--- src/rtl/core/glwf_pkg.sv ---
// shared types and constants for the gradient lattice wiener filter
// used by every module in rtl/core but glwf_chk; no dependencies
`default_nettype none

package glwf_pkg;

    localparam int MAX_ORDER_DEF = 16;

    // configuration port
    localparam int CFG_IDX_W  = 2;
    localparam int CFG_DATA_W = 16;
    localparam int ORDER_W    = 5;
    localparam int COEF_Q_W   = 16;

    localparam logic [ORDER_W-1:0]  ORDER_RST  = 5'd4;
    localparam logic [COEF_Q_W-1:0] LAMBDA_RST = 16'd64880;
    localparam logic [COEF_Q_W-1:0] BETA_RST   = 16'd655;

    typedef enum logic [CFG_IDX_W-1:0] {
        CFG_MODEL_ORDER   = 2'd0,
        CFG_FORGET_FACTOR = 2'd1,
        CFG_STEP_SIZE     = 2'd2
    } t_cfg_idx;

    // datapath widths
    localparam int SMP_W     = 16;
    localparam int SAMPLE_SH = 13;   // q1.15 -> q4.28
    localparam int Q_W       = 32;   // q4.28 coefficients and errors
    localparam int E_W       = 48;   // q16.32 energies
    localparam int MUL_W     = 33;   // shared multiplier operand width
    localparam int DIV_SH    = 16;   // gradient step scale 2^16
    localparam int NUM_W     = 54;   // |n| * beta
    localparam int QUO_W     = 2 * DIV_SH;

    typedef struct packed {
        logic signed [Q_W-1:0] lw;   // ladder weight p
        logic signed [Q_W-1:0] gm;   // reflection coef p-1
        logic signed [Q_W-1:0] db;   // delayed backward error p-1
        logic [E_W-1:0]        se;   // stage energy p-1
        logic [E_W-1:0]        be;   // backward energy p
    } t_entry;

    typedef struct packed {
        logic             start;
        logic [NUM_W-1:0] num;
        logic [E_W-1:0]   den;
    } t_div_req;

    typedef struct packed {
        logic             done;
        logic [QUO_W-1:0] quo;
    } t_div_rsp;

endpackage

`default_nettype wire

--- src/rtl/core/glwf_mul.sv ---
// shared signed multiplier with a registered product
// uses glwf_pkg for the operand width
`default_nettype none

module glwf_mul (
    input  logic                                  i_clk,
    input  logic signed [glwf_pkg::MUL_W-1:0]     i_a,
    input  logic signed [glwf_pkg::MUL_W-1:0]     i_b,
    output logic signed [2*glwf_pkg::MUL_W-1:0]   o_prod
);
    import glwf_pkg::*;

    logic signed [2*MUL_W-1:0] r_prod;

    always_ff @(posedge i_clk) begin
        r_prod <= i_a * i_b;
    end

    assign o_prod = r_prod;

endmodule

`default_nettype wire

--- config.mk ---
export PLATFORM = sky130hd
export DESIGN_NAME = glwf_mul
export DESIGN_NICKNAME = d
export VERILOG_FILES = /design/src/rtl/core/glwf_pkg.sv /design/src/rtl/core/glwf_mul.sv
export SDC_FILE = /design/constraint.sdc
export NUM_CORES = 2
export LEC_CHECK = 0
export BUFFER_PORTS_ARGS = -buffer_cell sky130_fd_sc_hd__buf_2
export CORE_MARGIN = 10
export CORE_UTILIZATION = 42
export CTS_BUF_LIST = sky130_fd_sc_hd__clkbuf_2
export CTS_CLUSTER_SIZE = 10
export DETAILED_ROUTE_END_ITERATION = 6
export GPL_TIMING_DRIVEN = 0
export PLACE_DENSITY_LB_ADDON = 0.3
export SLEW_MARGIN = 20
export SYNTH_ARGS = -nofsm -noshare
export SYNTH_HDL_FRONTEND = slang
export SYNTH_SLANG_ARGS = --single-unit
--- constraint.sdc ---
create_clock -name i_clk -period 9 [get_ports i_clk]
set_clock_uncertainty 0.1 [all_clocks]
set_input_delay 0.9 -clock i_clk [delete_from_list [all_inputs] [get_ports i_clk]]
set_output_delay 0.9 -clock i_clk [all_outputs]
set_load 0.02 [all_outputs]
==> results.cfg <==
[synth]
synth_fa_ha_area_share_pct = 62.9
yosysMostFrequentCell = fa_1
synth_commonest_cells = 1,145 x fa_1, 1,131 x inv_1, 562 x and2_1, 551 x nand2_1, 217 x ha_1
synth_edf_count = 0
synthMuxAreaShare_pct = 0
synthCells = 4338
ys_seq_area_share_pct = 3.24
ys_warn_count = 0
synth-main-ff-cell = dfxtp_1
syn_area_per_cell_sq_um = 9.39
yosys.area_share.simple_pct = 15.8
synth_compound_area_share_pct = 4.07
synth_top_family_by_area = adder cells
yosys.area.top_type = fa_1
synth_nets = 5767
yosysUniqueCellTypes = 80
ys_top_cells_by_area = fa_1 56%, inv_1 10%, and2_1 8.6%, ha_1 6.7%, nand2_1 5.1%
synth_top_area_share_pct = 56.3
synth_seq_cells = 66
async_flop_share_pct = 0
synth_xor_area_share_pct = 1.46
synth.cell_area_sq_um = 40700

[grt]
met3_usage_pct = 5.42
grt_use_met1_pct = 35.5
grt_pass1_wl_um = 220000
antenna_found_initial = 27
grt_max_degree = 27
first_global_vias = 32900
track_usage_pct = 27.5
grt_overflow = 0
grt.busiest_layer = met2
use_met2_pct = 42.8

[die]
fp.coreArea_sq_um = 96400
die_h_um = 331
ios = 133
start_util_pct = 42.2
die_x_um = 331
die_area_sq_um = 110000
row_count = 114

[place]
post-place-ws_ns = -1.45
routabilityCongestion = 1.03
io_buffers = 132
place_hpwl_um = 128000

[clock_tree]
numCtsBuffers = 9
clk_pin_slew_ns = 0.30
clk_path_buf_depth = 2
root_buffer = clkbuf_2
clock-sinks = 66
cts.htree.levels = 3
cts_hold_buffers = 0
cts_tree = built

[critical_path]
worstSetupPathType = input pin to register
worst-endpoint-required_ns = 9.71
end_kind = register
startpoint_type = input pin
crit_start = i_b[11]
crit_end = o_prod[58]
worstPathArrival_ns = 9.63
cp_max_fo = 10

[timing]
rsz0062_at_grt = false
period_needed_ns = 8.93
hold_violations = 0
worst_slack_ns = 0.0723
max_slew_margin_pct = 16.0
clock.fmax_ghz = 0.112
drv_slew = 0
finalSetupViolCount = 0
fin_crit_sh_pct = 99.2
tightest_slew_ns = 1.26

[drt]
viasPerCell = 5.34
dr.pass1.iters = 7
num_vias = 30900
wirelength_um = 149000
routedWlPerCell_um = 25.8
drt_iter0_markers = 2683
antenna_left = 0
drc = 22

[layout]
fin_util_pct = 44.8
fin_nets = 5904
largest_reg_flops = 66
drive_gt1_share_pct = 4.62
area_growth_pct = 6.09

[status]
status = finished, violations left
violations = DRC

[min_path]
hold_class = input pin to register

[flow_run]
drv_cap = 0
[metal layers]
metal | part of all wire, % | wire (um)
met3 | 9.4 | 13900
met4 | 6.7 | 9920
met2 | 46 | 68200
met5 | 0.032 | 48
met1 | 38 | 56800
[how the worst min path moves through the flow]
| stage | startpoint | to | slack (ns) | cells after the start |
|---|---|---|---|---|
| global route | i_a[0] | o_prod[0] | 0.28 | 2 |
| global placement | o_prod[65] | o_prod[65] | 1.22 | 1 |
| CTS | i_a[0] | o_prod[0] | 0.22 | 2 |
| finish | i_a[0] | o_prod[0] | 0.36 | 2 |
| detailed placement | o_prod[25] | o_prod[25] | 1.22 | 1 |
| floorplan | i_a[0] | o_prod[0] | 0.93 | 1 |
[kinds of logic (layout without fill, tap and decap cells)]
logic type | after synthesis | in the layout
AOI/OAI and AO/OA | 219 | 219
xor gates and xnor gates | 68 | 68
and+or+nand+nor | 1271 | 1271
DFF | 66 | 66
other | 0 | 21
adders and majority gates | 1362 | 1362
buffers and inverters | 1352 | 1494
[area by class of cell]
class / instances / area [sq um]
clock buffer: 9 / 45.0
timing repair buffer: 133 / 668
multi-input combinational: 2920 / 34300
sequential: 66 / 1320
clock inverter: 7 / 116
tap: 1276 / 1600
inverter: 1131 / 4250
antenna: 21 / 52.6
buffer: 214 / 841
fill: 9552 / 53200
[layout by cell type, fill, tap and decap left out, drive strengths merged, types with 11 or more instances in the layout]
cell type	instances
and2	563
a21oi	61
a211oi	11
ha	217
buf	146
a21o	38
nand2	551
inv	1132
dfxtp	66
xnor2	43
nand3	26
nand2b	12
nor2	68
nand4	12
o21bai	11
xor2	25
diode	21
clkbuf	209
o21ai	33
fa	1145
[critical path, stage by stage]
cell and delay, ns:
buf_2 0.26, clkdlybuf4s15_1 0.83, nand2_1 0.15, fa_1 0.63, fa_1 0.90, fa_1 0.52, inv_1 0.09, fa_1 0.44
fa_1 0.58, fa_1 0.45, fa_1 0.51, inv_1 0.05, fa_1 0.53, inv_1 0.06, ha_1 0.26, clkbuf_1 0.20
and3_1 0.23, nand3_1 0.16, nand2b_1 0.38, nor2_1 0.14, a211oi_4 0.66, a21oi_2 0.25, nor4b_2 0.31, a311oi_1 0.09
[timing repair]
item                                    CTS  global route
pin swaps                                 0             1
setup buffers                             0             1
endpoints found under the setup margin    8            11
resized for setup                         4             8
[metrics by stage]
step           setup TNS (ns)  cell area (sq um)  instances  hold slack [ns]
4_1_cts                     0              43200       5759            0.223
3_5_place_dp           -19.44              43000       5746             1.22
3_3_place_gp           -26.88              43000       5746             1.22
2_1_floorplan               0              40700       4338            0.927
6_report                    0              43200       5777            0.362
5_1_grt                     0              43200       5760            0.277
Power is left out: the tool's default activity adds up to more than one toggle a clock period on the data nets, which glitch-free logic cannot reach.
