$ cat src/rtl/core/glwf_pkg.sv
// shared types and constants for the gradient lattice wiener filter
// used by every module in rtl/core but glwf_chk; no dependencies
`default_nettype none

package glwf_pkg;

    localparam int MAX_ORDER_DEF = 16;

    // configuration port
    localparam int CFG_IDX_W  = 2;
    localparam int CFG_DATA_W = 16;
    localparam int ORDER_W    = 5;
    localparam int COEF_Q_W   = 16;

    localparam logic [ORDER_W-1:0]  ORDER_RST  = 5'd4;
    localparam logic [COEF_Q_W-1:0] LAMBDA_RST = 16'd64880;
    localparam logic [COEF_Q_W-1:0] BETA_RST   = 16'd655;

    typedef enum logic [CFG_IDX_W-1:0] {
        CFG_MODEL_ORDER   = 2'd0,
        CFG_FORGET_FACTOR = 2'd1,
        CFG_STEP_SIZE     = 2'd2
    } t_cfg_idx;

    // datapath widths
    localparam int SMP_W     = 16;
    localparam int SAMPLE_SH = 13;   // q1.15 -> q4.28
    localparam int Q_W       = 32;   // q4.28 coefficients and errors
    localparam int E_W       = 48;   // q16.32 energies
    localparam int MUL_W     = 33;   // shared multiplier operand width
    localparam int DIV_SH    = 16;   // gradient step scale 2^16
    localparam int NUM_W     = 54;   // |n| * beta
    localparam int QUO_W     = 2 * DIV_SH;

    typedef struct packed {
        logic signed [Q_W-1:0] lw;   // ladder weight p
        logic signed [Q_W-1:0] gm;   // reflection coef p-1
        logic signed [Q_W-1:0] db;   // delayed backward error p-1
        logic [E_W-1:0]        se;   // stage energy p-1
        logic [E_W-1:0]        be;   // backward energy p
    } t_entry;

    typedef struct packed {
        logic             start;
        logic [NUM_W-1:0] num;
        logic [E_W-1:0]   den;
    } t_div_req;

    typedef struct packed {
        logic             done;
        logic [QUO_W-1:0] quo;
    } t_div_rsp;

endpackage

`default_nettype wire

$ cat src/rtl/core/glwf_mem.sv
// per-stage state memory, one entry per lattice stage, registered read data
// valid bit per entry so reset and restart clear it at once; uses glwf_pkg
`default_nettype none

module glwf_mem #(
    parameter int DEPTH = glwf_pkg::MAX_ORDER_DEF + 1,
    parameter int AW    = $clog2(DEPTH)
) (
    input  logic             i_clk,
    input  logic             i_rst_n,
    input  logic             i_clr,
    input  logic             i_we,
    input  logic [AW-1:0]    i_waddr,
    input  glwf_pkg::t_entry i_wdata,
    input  logic [AW-1:0]    i_raddr,
    output glwf_pkg::t_entry o_rdata
);
    import glwf_pkg::*;

    t_entry           r_mem [DEPTH];
    t_entry           r_rdata;
    logic [DEPTH-1:0] r_vld;
    logic             r_rvld;

    always_ff @(posedge i_clk) begin
        if (i_we) begin
            r_mem[i_waddr] <= i_wdata;
        end
        r_rdata <= r_mem[i_raddr];
    end

    always_ff @(posedge i_clk) begin
        if (!i_rst_n || i_clr) begin
            r_vld  <= '0;
            r_rvld <= 1'b0;
        end else begin
            if (i_we) begin
                r_vld[i_waddr] <= 1'b1;
            end
            r_rvld <= r_vld[i_raddr];
        end
    end

    // entries not written since reset or clear read as zero
    assign o_rdata = r_rvld ? r_rdata : '0;

endmodule

`default_nettype wire

$ cat config.mk
export PLATFORM = sky130hd
export DESIGN_NAME = glwf_mem
export DESIGN_NICKNAME = d
export VERILOG_FILES = /design/src/rtl/core/glwf_pkg.sv /design/src/rtl/core/glwf_mem.sv
export SDC_FILE = /design/constraint.sdc
export NUM_CORES = 2
export LEC_CHECK = 0
export BUFFER_PORTS_ARGS = -buffer_cell sky130_fd_sc_hd__buf_2
export CORE_MARGIN = 5
export CORE_UTILIZATION = 50
export CTS_CLUSTER_DIAMETER = 80
export CTS_CLUSTER_SIZE = 40
export DETAILED_ROUTE_END_ITERATION = 12
export PLACE_DENSITY = 0.71
export SYNTH_ARGS = -nofsm -noshare
export SYNTH_HDL_FRONTEND = slang
export SYNTH_SLANG_ARGS = --single-unit
$ cat constraint.sdc
create_clock -name i_clk -period 15.3 [get_ports i_clk]
set_clock_uncertainty 0.05 [all_clocks]
set_input_delay 3.06 -clock i_clk [delete_from_list [all_inputs] [get_ports i_clk]]
set_output_delay 3.06 -clock i_clk [all_outputs]
set_load 0.005 [all_outputs]
==> impl_metrics.json <==
{
  "required_ns": 15.92,
  "num_vias": 62200,
  "synth-seq-cells": 3474,
  "synth-main-ff-cell": "edfxtp_1",
  "cp_max_fo": 71,
  "worst_pin_slew_ns": 1.28,
  "post-cts-setup-buffer-count": 0,
  "start_kind": "input pin",
  "combPwrFrac": 0.050,
  "htree_levels": 3,
  "p_per_area_nw_per_um2": 116,
  "clock_latency_ns": 0.83,
  "cp_slowest_stage_delay_ns": 0.96,
  "root_buffer": "clkbuf_16",
  "clock_sinks": 3474,
  "io_pins": 398,
  "track_usage": 0.221,
  "nets": 6688,
  "synthCells": 6214,
  "grt_overflow_total": 0,
  "reg2reg_from": "r_mem[1][143]",
  "setup_ws_ns": 8.73,
  "drv_slew": 0,
  "outcome": "completed",
  "synth_edf_count": 3264,
  "r2r_cells": 3,
  "rsz0062_at_grt": "no",
  "cp_slowest_cell": "buf_4",
  "fp.dieArea_sq_um": 269000,
  "cts-buffers-inserted": 121,
  "drive_gt1_frac": 0.173,
  "crit_top_cell": "buf_4",
  "vdd_ir_drop_max_mv": 0.102,
  "finalWeightedCongestion": 0.755,
  "antenna_found_initial": 90,
  "syn_nets": 6420,
  "grt_max_degree": 123,
  "swShare": 0.219,
  "relSlewSlack": 0.146,
  "tritoncts": "built",
  "port_buffers": 397,
  "final_cells": 10000,
  "dp.cells": 9743,
  "post_synth.cell_area_avg_sq_um": 20.8,
  "grt_pass1_wl_microns": 439000,
  "rows": 186,
  "ctsResizeCount": 0,
  "synth-seq-area-share": 0.791,
  "worstHoldStart": "r_vld[3]",
  "crit_chain": "buf_8 > nand2b_4 > buf_4 > buf_4 > o22ai_1 > o32ai_1 > a21oi_1",
  "end_kind": "flop",
  "sequentialPowerShare": 0.657,
  "cts_buffer_depth": 3,
  "dp_slack_ns": 7.98,
  "grt_pass1_vias": 62600,
  "p_leak_uw": 0.0458,
  "whs_endpoint": "r_vld[3]",
  "period_share": 0.430,
  "drv_cap": 0,
  "synth_area_sq_um": 129000,
  "synth_async_sr_flop_share": 0,
  "dp_hpwl_microns": 154000,
  "fp.dieW_microns": 519,
  "fin_crit_ns": 6.57,
  "detail-route-antenna-nets": 0,
  "hold_viol_final": 0,
  "avgRoutedWirePerCell_microns": 30.4,
  "p_clk_frac": 0.293,
  "fmax_mhz": 152,
  "coreArea_sq_um": 257000,
  "power_switching_uw": 3530,
  "hold_buffers": 0,
  "first_pass_iters": 5,
  "die_h_microns": 519,
  "cp_data_arrival_time_ns": 7.19,
  "area_growth_pct": 7.80,
  "synthDistinctLibCells": 30,
  "holdPathStages": 1,
  "critPathKind": "input pin to flop",
  "hold_path_class": "flop to flop",
  "reg2reg_to": "r_rdata[143]",
  "vias_per_cell": 6.22,
  "start_util": 0.503,
  "ys.warnings.count": 0,
  "routed_wl_microns": 304000,
  "drc_errors": 0,
  "final-setup-viol-count": 0,
  "r2r_slack_ns": 13.82,
  "power.internal_uw": 12600,
  "path_clk_slew_ns": 0.12,
  "initialDrtViolationCount": 6786,
  "tns_ns": 0
}
critical path: cells and delay by family:
kind / cells / cell delay [ns]
buffers and inverters: 3 / 2.43
AND/OR/NAND/NOR: 1 / 0.89
AO/OA/AOI/OAI: 3 / 0.63
state kept, by name, summed over array words and instances (netlist names):
| register | cells |
|---|---|
| r_rvld | 1 |
| r_vld | 17 |
| r_rdata | 192 |
| r_mem | 3264 |
cells by family (layout without fill, tap and decap cells):
kind of cell,count (synthesis),after routing,share of synthesized area
AO/OA/AOI/OAI,789,789,0.0402
buffers and inverters,367,741,0.0163
flip-flops,3474,3474,0.791
multiplexers,1350,1350,0.142
other,0,36,0
AND/OR/NAND/NOR,234,234,0.0110
cells in the mapped netlist (2+ instances only):
library cell     n  area share
edfxtp_1      3264        0.76
mux2i_1        964       0.075
mux4_2         386       0.067
o22ai_1        384       0.019
dfxtp_1        210       0.033
a21oi_1        192      0.0074
and2_1         192      0.0093
o32ai_1        192       0.013
clkbuf_1       139      0.0040
buf_2          102      0.0039
buf_4           72      0.0042
buf_6           45      0.0039
nor2_1          19     0.00055
o21a_1          17     0.00099
buf_1            8     0.00023
nand2_1          6     0.00017
nand3b_1         5     0.00029
nand2b_1         2    0.000097
nor2b_1          2    0.000097
o21ai_1          2    0.000077
or3b_2           2     0.00014
worst max path at each step:
stage / from / end
after floorplan: i_waddr[1] / r_mem[16][0]
after global placement: i_raddr[1] / r_rdata[72]
after detailed placement: i_raddr[1] / r_rdata[66]
after CTS: r_rvld / o_rdata[34]
after global routing: r_rvld / o_rdata[43]
final: i_raddr[1] / r_rdata[84]
metal layers:
metal / up-vias / routed length (microns) / track usage
met2: 2554 / 147000 / 0.359
met3: 444 / 25600 / 0.0402
met5: - / 204 / 0
met4: 36 / 7690 / 0.0513
li1: 26100 / - / -
met1: 33100 / 124000 / 0.316
layout make-up:
cell class              count  area, sq um
fillers                 19200       118000
clock inverters            91         1360
well taps                3384         4230
diodes                     36         90.1
clock buffers             138         3210
multi-input cells        2373        25100
repair buffers            511         3130
inverters                   1         11.3
flip-flops and latches   3474       102000
power by group through the flow:
stage | Sequential, uW | Combinational, uW | Clock, uW
finish | 10600 | 806 | 4720
detailed placement | 10800 | 810 | 0
floorplan | 10800 | 502 | 0
CTS | 10600 | 811 | 4810
global route | 10600 | 866 | 5150
global placement | 10800 | 788 | 0
placed cells by master, fill, tap and decap left out, types with 4 or more instances in the layout:
master,count
o32ai_1,192
inv_16,4
inv_12,7
buf_4,94
clkinv_4,8
clkinv_8,14
nand3b_1,5
clkinvlp_4,6
a21oi_1,192
dfxtp_1,209
inv_6,16
clkinv_16,12
buf_12,21
bufinv_16,5
clkinv_2,7
clkbuf_16,126
mux2i_1,964
o21a_1,17
buf_2,394
nor2_4,17
edfxtp_1,3264
diode_2,36
mux4_2,386
and2_1,192
inv_8,13
nand2_1,4
o22ai_1,384
clkbuf_1,11
stage by stage:
step / area, sq um / util / hold slack (ns) / total power, uW
CTS: 139000 / 0.542 / 0.434 / 16200
detailed placement: 135000 / 0.524 / 0.404 / 11600
finish: 139000 / 0.542 / 0.429 / 16100
floorplan: 129000 / - / 0.385 / 11300
global route: 139000 / 0.542 / 0.447 / 16600
global placement: 135000 / 0.524 / 0.394 / 11600
Note: power is estimated with default switching activity, not from simulation.
