## config.mk

```make
export PLATFORM = sky130hd
export DESIGN_NAME = glwf_div
export DESIGN_NICKNAME = d
export VERILOG_FILES = /design/src/rtl/core/glwf_pkg.sv /design/src/rtl/core/glwf_div.sv
export SDC_FILE = /design/constraint.sdc
export NUM_CORES = 1
export LEC_CHECK = 0
export BUFFER_PORTS_ARGS = -buffer_cell sky130_fd_sc_hd__buf_4
export CAP_MARGIN = 20
export CORE_MARGIN = 2
export CORE_UTILIZATION = 55
export DETAILED_ROUTE_END_ITERATION = 8
export HOLD_SLACK_MARGIN = 0.02
export PLACE_DENSITY = 0.74
export SYNTH_ARGS = -nofsm -noshare
export SYNTH_HDL_FRONTEND = slang
export SYNTH_SLANG_ARGS = --single-unit
```

## constraint.sdc

```tcl
create_clock -name i_clk -period 6.3 [get_ports i_clk]
set_input_delay 0.63 -clock i_clk [delete_from_list [all_inputs] [get_ports i_clk]]
set_output_delay 0.63 -clock i_clk [all_outputs]
set_load 0.1 [all_outputs]
```

## src/rtl/core/glwf_pkg.sv

```systemverilog
// shared types and constants for the gradient lattice wiener filter
// used by every module in rtl/core but glwf_chk; no dependencies
`default_nettype none

package glwf_pkg;

    localparam int MAX_ORDER_DEF = 16;

    // configuration port
    localparam int CFG_IDX_W  = 2;
    localparam int CFG_DATA_W = 16;
    localparam int ORDER_W    = 5;
    localparam int COEF_Q_W   = 16;

    localparam logic [ORDER_W-1:0]  ORDER_RST  = 5'd4;
    localparam logic [COEF_Q_W-1:0] LAMBDA_RST = 16'd64880;
    localparam logic [COEF_Q_W-1:0] BETA_RST   = 16'd655;

    typedef enum logic [CFG_IDX_W-1:0] {
        CFG_MODEL_ORDER   = 2'd0,
        CFG_FORGET_FACTOR = 2'd1,
        CFG_STEP_SIZE     = 2'd2
    } t_cfg_idx;

    // datapath widths
    localparam int SMP_W     = 16;
    localparam int SAMPLE_SH = 13;   // q1.15 -> q4.28
    localparam int Q_W       = 32;   // q4.28 coefficients and errors
    localparam int E_W       = 48;   // q16.32 energies
    localparam int MUL_W     = 33;   // shared multiplier operand width
    localparam int DIV_SH    = 16;   // gradient step scale 2^16
    localparam int NUM_W     = 54;   // |n| * beta
    localparam int QUO_W     = 2 * DIV_SH;

    typedef struct packed {
        logic signed [Q_W-1:0] lw;   // ladder weight p
        logic signed [Q_W-1:0] gm;   // reflection coef p-1
        logic signed [Q_W-1:0] db;   // delayed backward error p-1
        logic [E_W-1:0]        se;   // stage energy p-1
        logic [E_W-1:0]        be;   // backward energy p
    } t_entry;

    typedef struct packed {
        logic             start;
        logic [NUM_W-1:0] num;
        logic [E_W-1:0]   den;
    } t_div_req;

    typedef struct packed {
        logic             done;
        logic [QUO_W-1:0] quo;
    } t_div_rsp;

endpackage

`default_nettype wire

```

## src/rtl/core/glwf_div.sv

```systemverilog
// bit-serial divider for the normalized gradient step, quotient clamped to 2^31
// uses glwf_pkg for the request and response structs
`default_nettype none

module glwf_div (
    input  logic               i_clk,
    input  logic               i_rst_n,
    input  glwf_pkg::t_div_req i_req,
    output glwf_pkg::t_div_rsp o_rsp
);
    import glwf_pkg::*;

    localparam int CNT_W = $clog2(QUO_W + 1);
    localparam logic [QUO_W-1:0] QMAX = {1'b1, {(QUO_W-1){1'b0}}};

    logic             r_busy;
    logic             r_done;
    logic [CNT_W-1:0] r_cnt;
    logic [E_W-1:0]   r_rem;
    logic [E_W-1:0]   r_den;
    logic [QUO_W-1:0] r_sh;
    logic [QUO_W-1:0] r_q;
    logic [E_W:0]     w_trial;
    logic [E_W:0]     w_diff;
    logic             w_ge;
    logic [E_W-1:0]   w_num_hi;

    assign w_num_hi = E_W'(i_req.num[NUM_W-1:DIV_SH]);
    assign w_trial  = {r_rem, r_sh[QUO_W-1]};
    assign w_ge     = w_trial >= {1'b0, r_den};
    assign w_diff   = w_trial - {1'b0, r_den};

    always_ff @(posedge i_clk) begin
        if (!i_rst_n) begin
            r_busy <= 1'b0;
            r_done <= 1'b0;
        end else begin
            if (i_req.start) begin
                r_den <= i_req.den;
                if (w_num_hi >= i_req.den) begin
                    // quotient at least 2^32, clamps
                    r_q    <= QMAX;
                    r_done <= 1'b1;
                end else begin
                    r_rem  <= w_num_hi;
                    r_sh   <= {i_req.num[DIV_SH-1:0], {DIV_SH{1'b0}}};
                    r_cnt  <= CNT_W'(QUO_W);
                    r_busy <= 1'b1;
                    r_done <= 1'b0;
                end
            end else if (r_busy) begin
                r_rem  <= w_ge ? w_diff[E_W-1:0] : w_trial[E_W-1:0];
                r_q    <= {r_q[QUO_W-2:0], w_ge};
                r_sh   <= r_sh << 1;
                r_cnt  <= r_cnt - 1'b1;
                r_done <= (r_cnt == CNT_W'(1));
                if (r_cnt == CNT_W'(1)) begin
                    r_busy <= 1'b0;
                end
            end else begin
                r_done <= 1'b0;
            end
        end
    end

    assign o_rsp.done = r_done;
    assign o_rsp.quo  = (r_q > QMAX) ? QMAX : r_q;

endmodule

`default_nettype wire

```

==> report_table.html <==
<table>
<tr><th>Metric</th><th>Value</th></tr>
<tr><th colspan="2">Outcome</th></tr>
<tr><td>Result of the run</td><td>finished clean</td></tr>
<tr><th colspan="2">Clock tree</th></tr>
<tr><td>Cell at the root of the clock tree</td><td>clkbuf_16</td></tr>
<tr><td>Post-CTS Repair Setup Buffers</td><td>0</td></tr>
<tr><td>Post-cts repair resize count</td><td>0</td></tr>
<tr><td>Post-cts hold buffer count</td><td>0</td></tr>
<tr><td>CTS tree</td><td>done</td></tr>
<tr><td>Clock H-tree levels</td><td>4</td></tr>
<tr><td>Number of sinks handled by clock tree synthesis</td><td>~150</td></tr>
<tr><td>Clk buf depth</td><td>2</td></tr>
<tr><td>Insertion delay of the later-clocked pin in the worst-skew pair</td><td>0.44 ns</td></tr>
<tr><td>Number of clock buffers inserted by TritonCTS</td><td>17</td></tr>
<tr><td>Clock edge transition at the registers on the reported setup and hold paths</td><td>0.07 ns</td></tr>
<tr><th colspan="2">Critical path</th></tr>
<tr><td>Category of the most critical setup path</td><td>reg -&gt; reg</td></tr>
<tr><td>Crit-path max FO</td><td>3</td></tr>
<tr><td>Data arrival time at the worst-slack endpoint</td><td>between 3 and 4 ns</td></tr>
<tr><td>Crit start category</td><td>flop</td></tr>
<tr><td>Crit-path cells</td><td>inv_1 -&gt; ha_1 -&gt; inv_1 -&gt; fa_1 -&gt; a21oi_1 -&gt; o21ai_0 -&gt; a211oi_1 -&gt; nor2_1 -&gt; a21oi_1 -&gt; o21ai_0 -&gt; a211oi_1 -&gt; xnor2_1 -&gt; a221o_1</td></tr>
<tr><td>Max stage delay on crit path</td><td>around 0.46 ns</td></tr>
<tr><td>Endpoint kind of the worst setup timing path</td><td>flop</td></tr>
<tr><td>Worst EP required</td><td>approximately 6.5 ns</td></tr>
<tr><td>Worst-path cell with the longest stage delay</td><td>a211oi_1</td></tr>
<tr><th colspan="2">Power and ir drop</th></tr>
<tr><td>Power Density</td><td>269 nW/um^2</td></tr>
<tr><td>Max rail drop VDD</td><td>about 0.2 mV</td></tr>
<tr><td>Reported leakage power</td><td>roughly 5.2 nW</td></tr>
<tr><td>Sum of internal, switching and leakage power</td><td>between 3 and 4 mW</td></tr>
<tr><th colspan="2">Synth</th></tr>
<tr><td>Synthesis-stage register bit count</td><td>~150</td></tr>
<tr><td>Syn_area_per_cell</td><td>between 9 and 10 um^2</td></tr>
<tr><td>Yosys cell types</td><td>70</td></tr>
<tr><td>Most used flip-flop cell after synthesis</td><td>edfxtp_1</td></tr>
<tr><td>Syn nets</td><td>~1300</td></tr>
<tr><td>Count of warnings emitted by yosys</td><td>0</td></tr>
<tr><td>Mapped Area</td><td>10400 um^2</td></tr>
<tr><td>Sequential area share after synthesis</td><td>0.437</td></tr>
<tr><td>Synth Instances</td><td>about 1100</td></tr>
<tr><td>Number of flops mapped to enable cells by yosys</td><td>150</td></tr>
<tr><td>Async SR Flop Fraction</td><td>0</td></tr>
<tr><th colspan="2">Floorplan</th></tr>
<tr><td>Die outline area</td><td>about 20000 um^2</td></tr>
<tr><td>Horizontal extent of the die</td><td>about 140 um</td></tr>
<tr><td>Core ar.</td><td>18600 um^2</td></tr>
<tr><td>Height of the die</td><td>142 um</td></tr>
<tr><td>Number of primary I/O pins</td><td>138</td></tr>
<tr><td>Initial cell density of the core</td><td>0.558</td></tr>
<tr><td>Row count</td><td>50</td></tr>
<tr><th colspan="2">STA</th></tr>
<tr><td>Unrepaired setup endpoints after global routing</td><td>false</td></tr>
<tr><td>Tightest hold margin</td><td>roughly 0.37 ns</td></tr>
<tr><td>Actual transition at the worst max-transition pin</td><td>just over 1 ns</td></tr>
<tr><td>Setup TNS</td><td>0 ns</td></tr>
<tr><td>Setup violations, final</td><td>0</td></tr>
<tr><td>Final count of hold timing violations</td><td>0</td></tr>
<tr><td>Worst slew slack as a fraction of its limit</td><td>0.321</td></tr>
<tr><td>Final Cycle Share</td><td>0.602</td></tr>
<tr><td>Fin. max-slew vios</td><td>0</td></tr>
<tr><td>Crit path time final</td><td>between 3 and 4 ns</td></tr>
<tr><td>Achievable clock frequency</td><td>~260 MHz</td></tr>
<tr><td>Clock skew</td><td>between 0.01 and 0.015 ns</td></tr>
<tr><th colspan="2">Hold path</th></tr>
<tr><td>Class of the tightest hold or removal check</td><td>in -&gt; reg</td></tr>
<tr><th colspan="2">Route</th></tr>
<tr><td>Post-detailed-route via-to-cell ratio</td><td>roughly 5.8</td></tr>
<tr><td>Routed Antenna Nets</td><td>0</td></tr>
<tr><td>Routed length per placed instance</td><td>about 17 um</td></tr>
<tr><td>Total vias in the final route</td><td>8282</td></tr>
<tr><td>Number of optimization iterations in the first detailed-route pass</td><td>5</td></tr>
<tr><td>Wire length reported by the detailed router</td><td>roughly 24000 um</td></tr>
<tr><td>DRC</td><td>0</td></tr>
<tr><td>Drt first-iter violations</td><td>640</td></tr>
<tr><th colspan="2">Run</th></tr>
<tr><td>Max-cap violations</td><td>0</td></tr>
<tr><th colspan="2">Finish</th></tr>
<tr><td>Antenna diode count</td><td>0</td></tr>
<tr><td>Post-layout net count</td><td>1370</td></tr>
<tr><td>Post-Layout Cell Count</td><td>between 1000 and 1500</td></tr>
<tr><td>Proportion of layout cells with a drive suffix above 1</td><td>0.185</td></tr>
<tr><td>P&amp;R area growth vs syn</td><td>17.0%</td></tr>
<tr><td>Utilization after layout</td><td>0.653</td></tr>
<tr><th colspan="2">Global route</th></tr>
<tr><td>Antenna violations before repair</td><td>0</td></tr>
<tr><td>Wire length of the first global-routing pass</td><td>just under 40000 um</td></tr>
<tr><td>Via count of the first global-routing pass</td><td>7900</td></tr>
<tr><td>Total global routing overflow</td><td>0</td></tr>
<tr><td>Maximum number of pins on one net before global-route repair</td><td>71</td></tr>
<tr><td>GRT Resource Usage Total</td><td>0.245</td></tr>
<tr><th colspan="2">Placed design</th></tr>
<tr><td>Quantity of I/O buffers inserted on ports</td><td>137</td></tr>
<tr><td>Instance count after placement with tap cells included</td><td>roughly 1400</td></tr>
<tr><td>Detailed Place HPWL</td><td>between 15000 and 20000 um</td></tr>
<tr><td>Final estimated routing congestion in global placement</td><td>between 0.9 and 1</td></tr>
</table>
## kinds of logic (layout without fill, tap and decap cells)
family,count (synthesis),in the layout,share of synthesized area
simple gates,322,322,0.158
compound gates,257,257,0.159
flops,152,152,0.437
buf+inv,152,284,0.0571
fa+ha+maj,89,89,0.108
xor+xnor,44,44,0.0371
mux,41,41,0.0437
## flip-flops by register name, indices dropped and copies added, names as in the netlist
signal	count
r_sh	16
r_den	48
r_cnt	6
r_rem	48
r_q	32
r_busy	1
r_done	1
## layer usage
layer	GRT usage	share of wire	up-vias	wire length [um]
met1	0.341	0.46	3922	11200
met4	0.0795	0.016	0	378
met2	0.399	0.47	246	11400
li1	-	-	4082	-
met5	0	0	-	0
met3	0.0348	0.054	32	1300
## final timing paths
kind | start | end | slack (ns) | cells after the start
max | r_sh[31] | r_rem[34] | 2.51 | 13
min | i_req[13] | r_den[13] | 0.37 | 1
max reg2reg | r_sh[31] | r_rem[34] | 2.51 | 13
min reg2reg | r_sh[25] | r_sh[26] | 0.56 | 1
## final cells by class
class / count / area (um^2)
Timing Repair Buffer: 145 / 1090
Tap cell: 234 / 293
Fill cell: 1545 / 6470
Sequential cell: 152 / 4540
Clock buffer: 18 / 429
Multi-Input combinational cell: 753 / 5270
Inverter: 107 / 402
Clock inverter: 14 / 139
## critical path: cells and delay by family (launching register included)
kind | cells | cell delay, ns
compound gates | 7 | 2.21
fa+ha+maj | 2 | 0.57
flops | 1 | 0.38
buf+inv | 2 | 0.13
simple gates | 1 | 0.13
xor+xnor | 1 | 0.12
## report_power, final
group          switching [mW]  total (mW)  internal, mW
combinational           0.601        1.01         0.409
sequential             0.0391        1.26          1.22
clock                   0.450        1.00         0.554
## synthesized netlist by cell type, types with 9 or more instances
master / instances / share of area
edfxtp_1: 150 / 0.43
inv_1: 107 / 0.039
a21oi_1: 90 / 0.043
ha_1: 88 / 0.11
nor2_1: 75 / 0.027
nand2_1: 66 / 0.024
o21ai_0: 44 / 0.021
and2_1: 40 / 0.024
mux2_2: 35 / 0.038
nor2b_1: 33 / 0.020
clkbuf_1: 28 / 0.010
a21o_1: 27 / 0.019
xnor2_1: 26 / 0.022
nand4_1: 24 / 0.014
nand3_1: 21 / 0.010
xor2_1: 18 / 0.015
nor3_1: 14 / 0.0067
nor4_1: 14 / 0.0084
a31oi_1: 13 / 0.0078
buf_2: 11 / 0.0053
a211oi_1: 10 / 0.0072
o21bai_1: 9 / 0.0065
## cell usage in the layout, fill, tap and decap left out, drive strengths merged, types with 3 or more instances in the layout
master / n
edfxtp: 150
buf: 145
inv: 114
a21oi: 90
ha: 88
nor2: 75
nand2: 66
o21ai: 45
and2: 40
mux2: 35
nor2b: 33
a21o: 27
xnor2: 26
nand4: 24
nand3: 22
xor2: 18
clkbuf: 18
nor3: 14
nor4: 14
a31oi: 13
a211oi: 11
o21bai: 9
o211ai: 8
and3: 7
o21a: 7
or3: 7
a21boi: 7
a221o: 6
mux2i: 6
a211o: 5
o2111ai: 4
and4: 3
nor3b: 3
nand2b: 3
clkinvlp: 3
or2: 3
o31ai: 3
clkinv: 3
## through the flow
stage | cell area [um^2] | setup WS [ns]
detailed placement | 11600 | 2.18
global placement | 11600 | 2.23
global route | 12200 | 2.35
CTS | 12200 | 2.62
finish | 12200 | 2.51
floorplan | 10400 | 1.44
(Power assumes the default switching activity.)
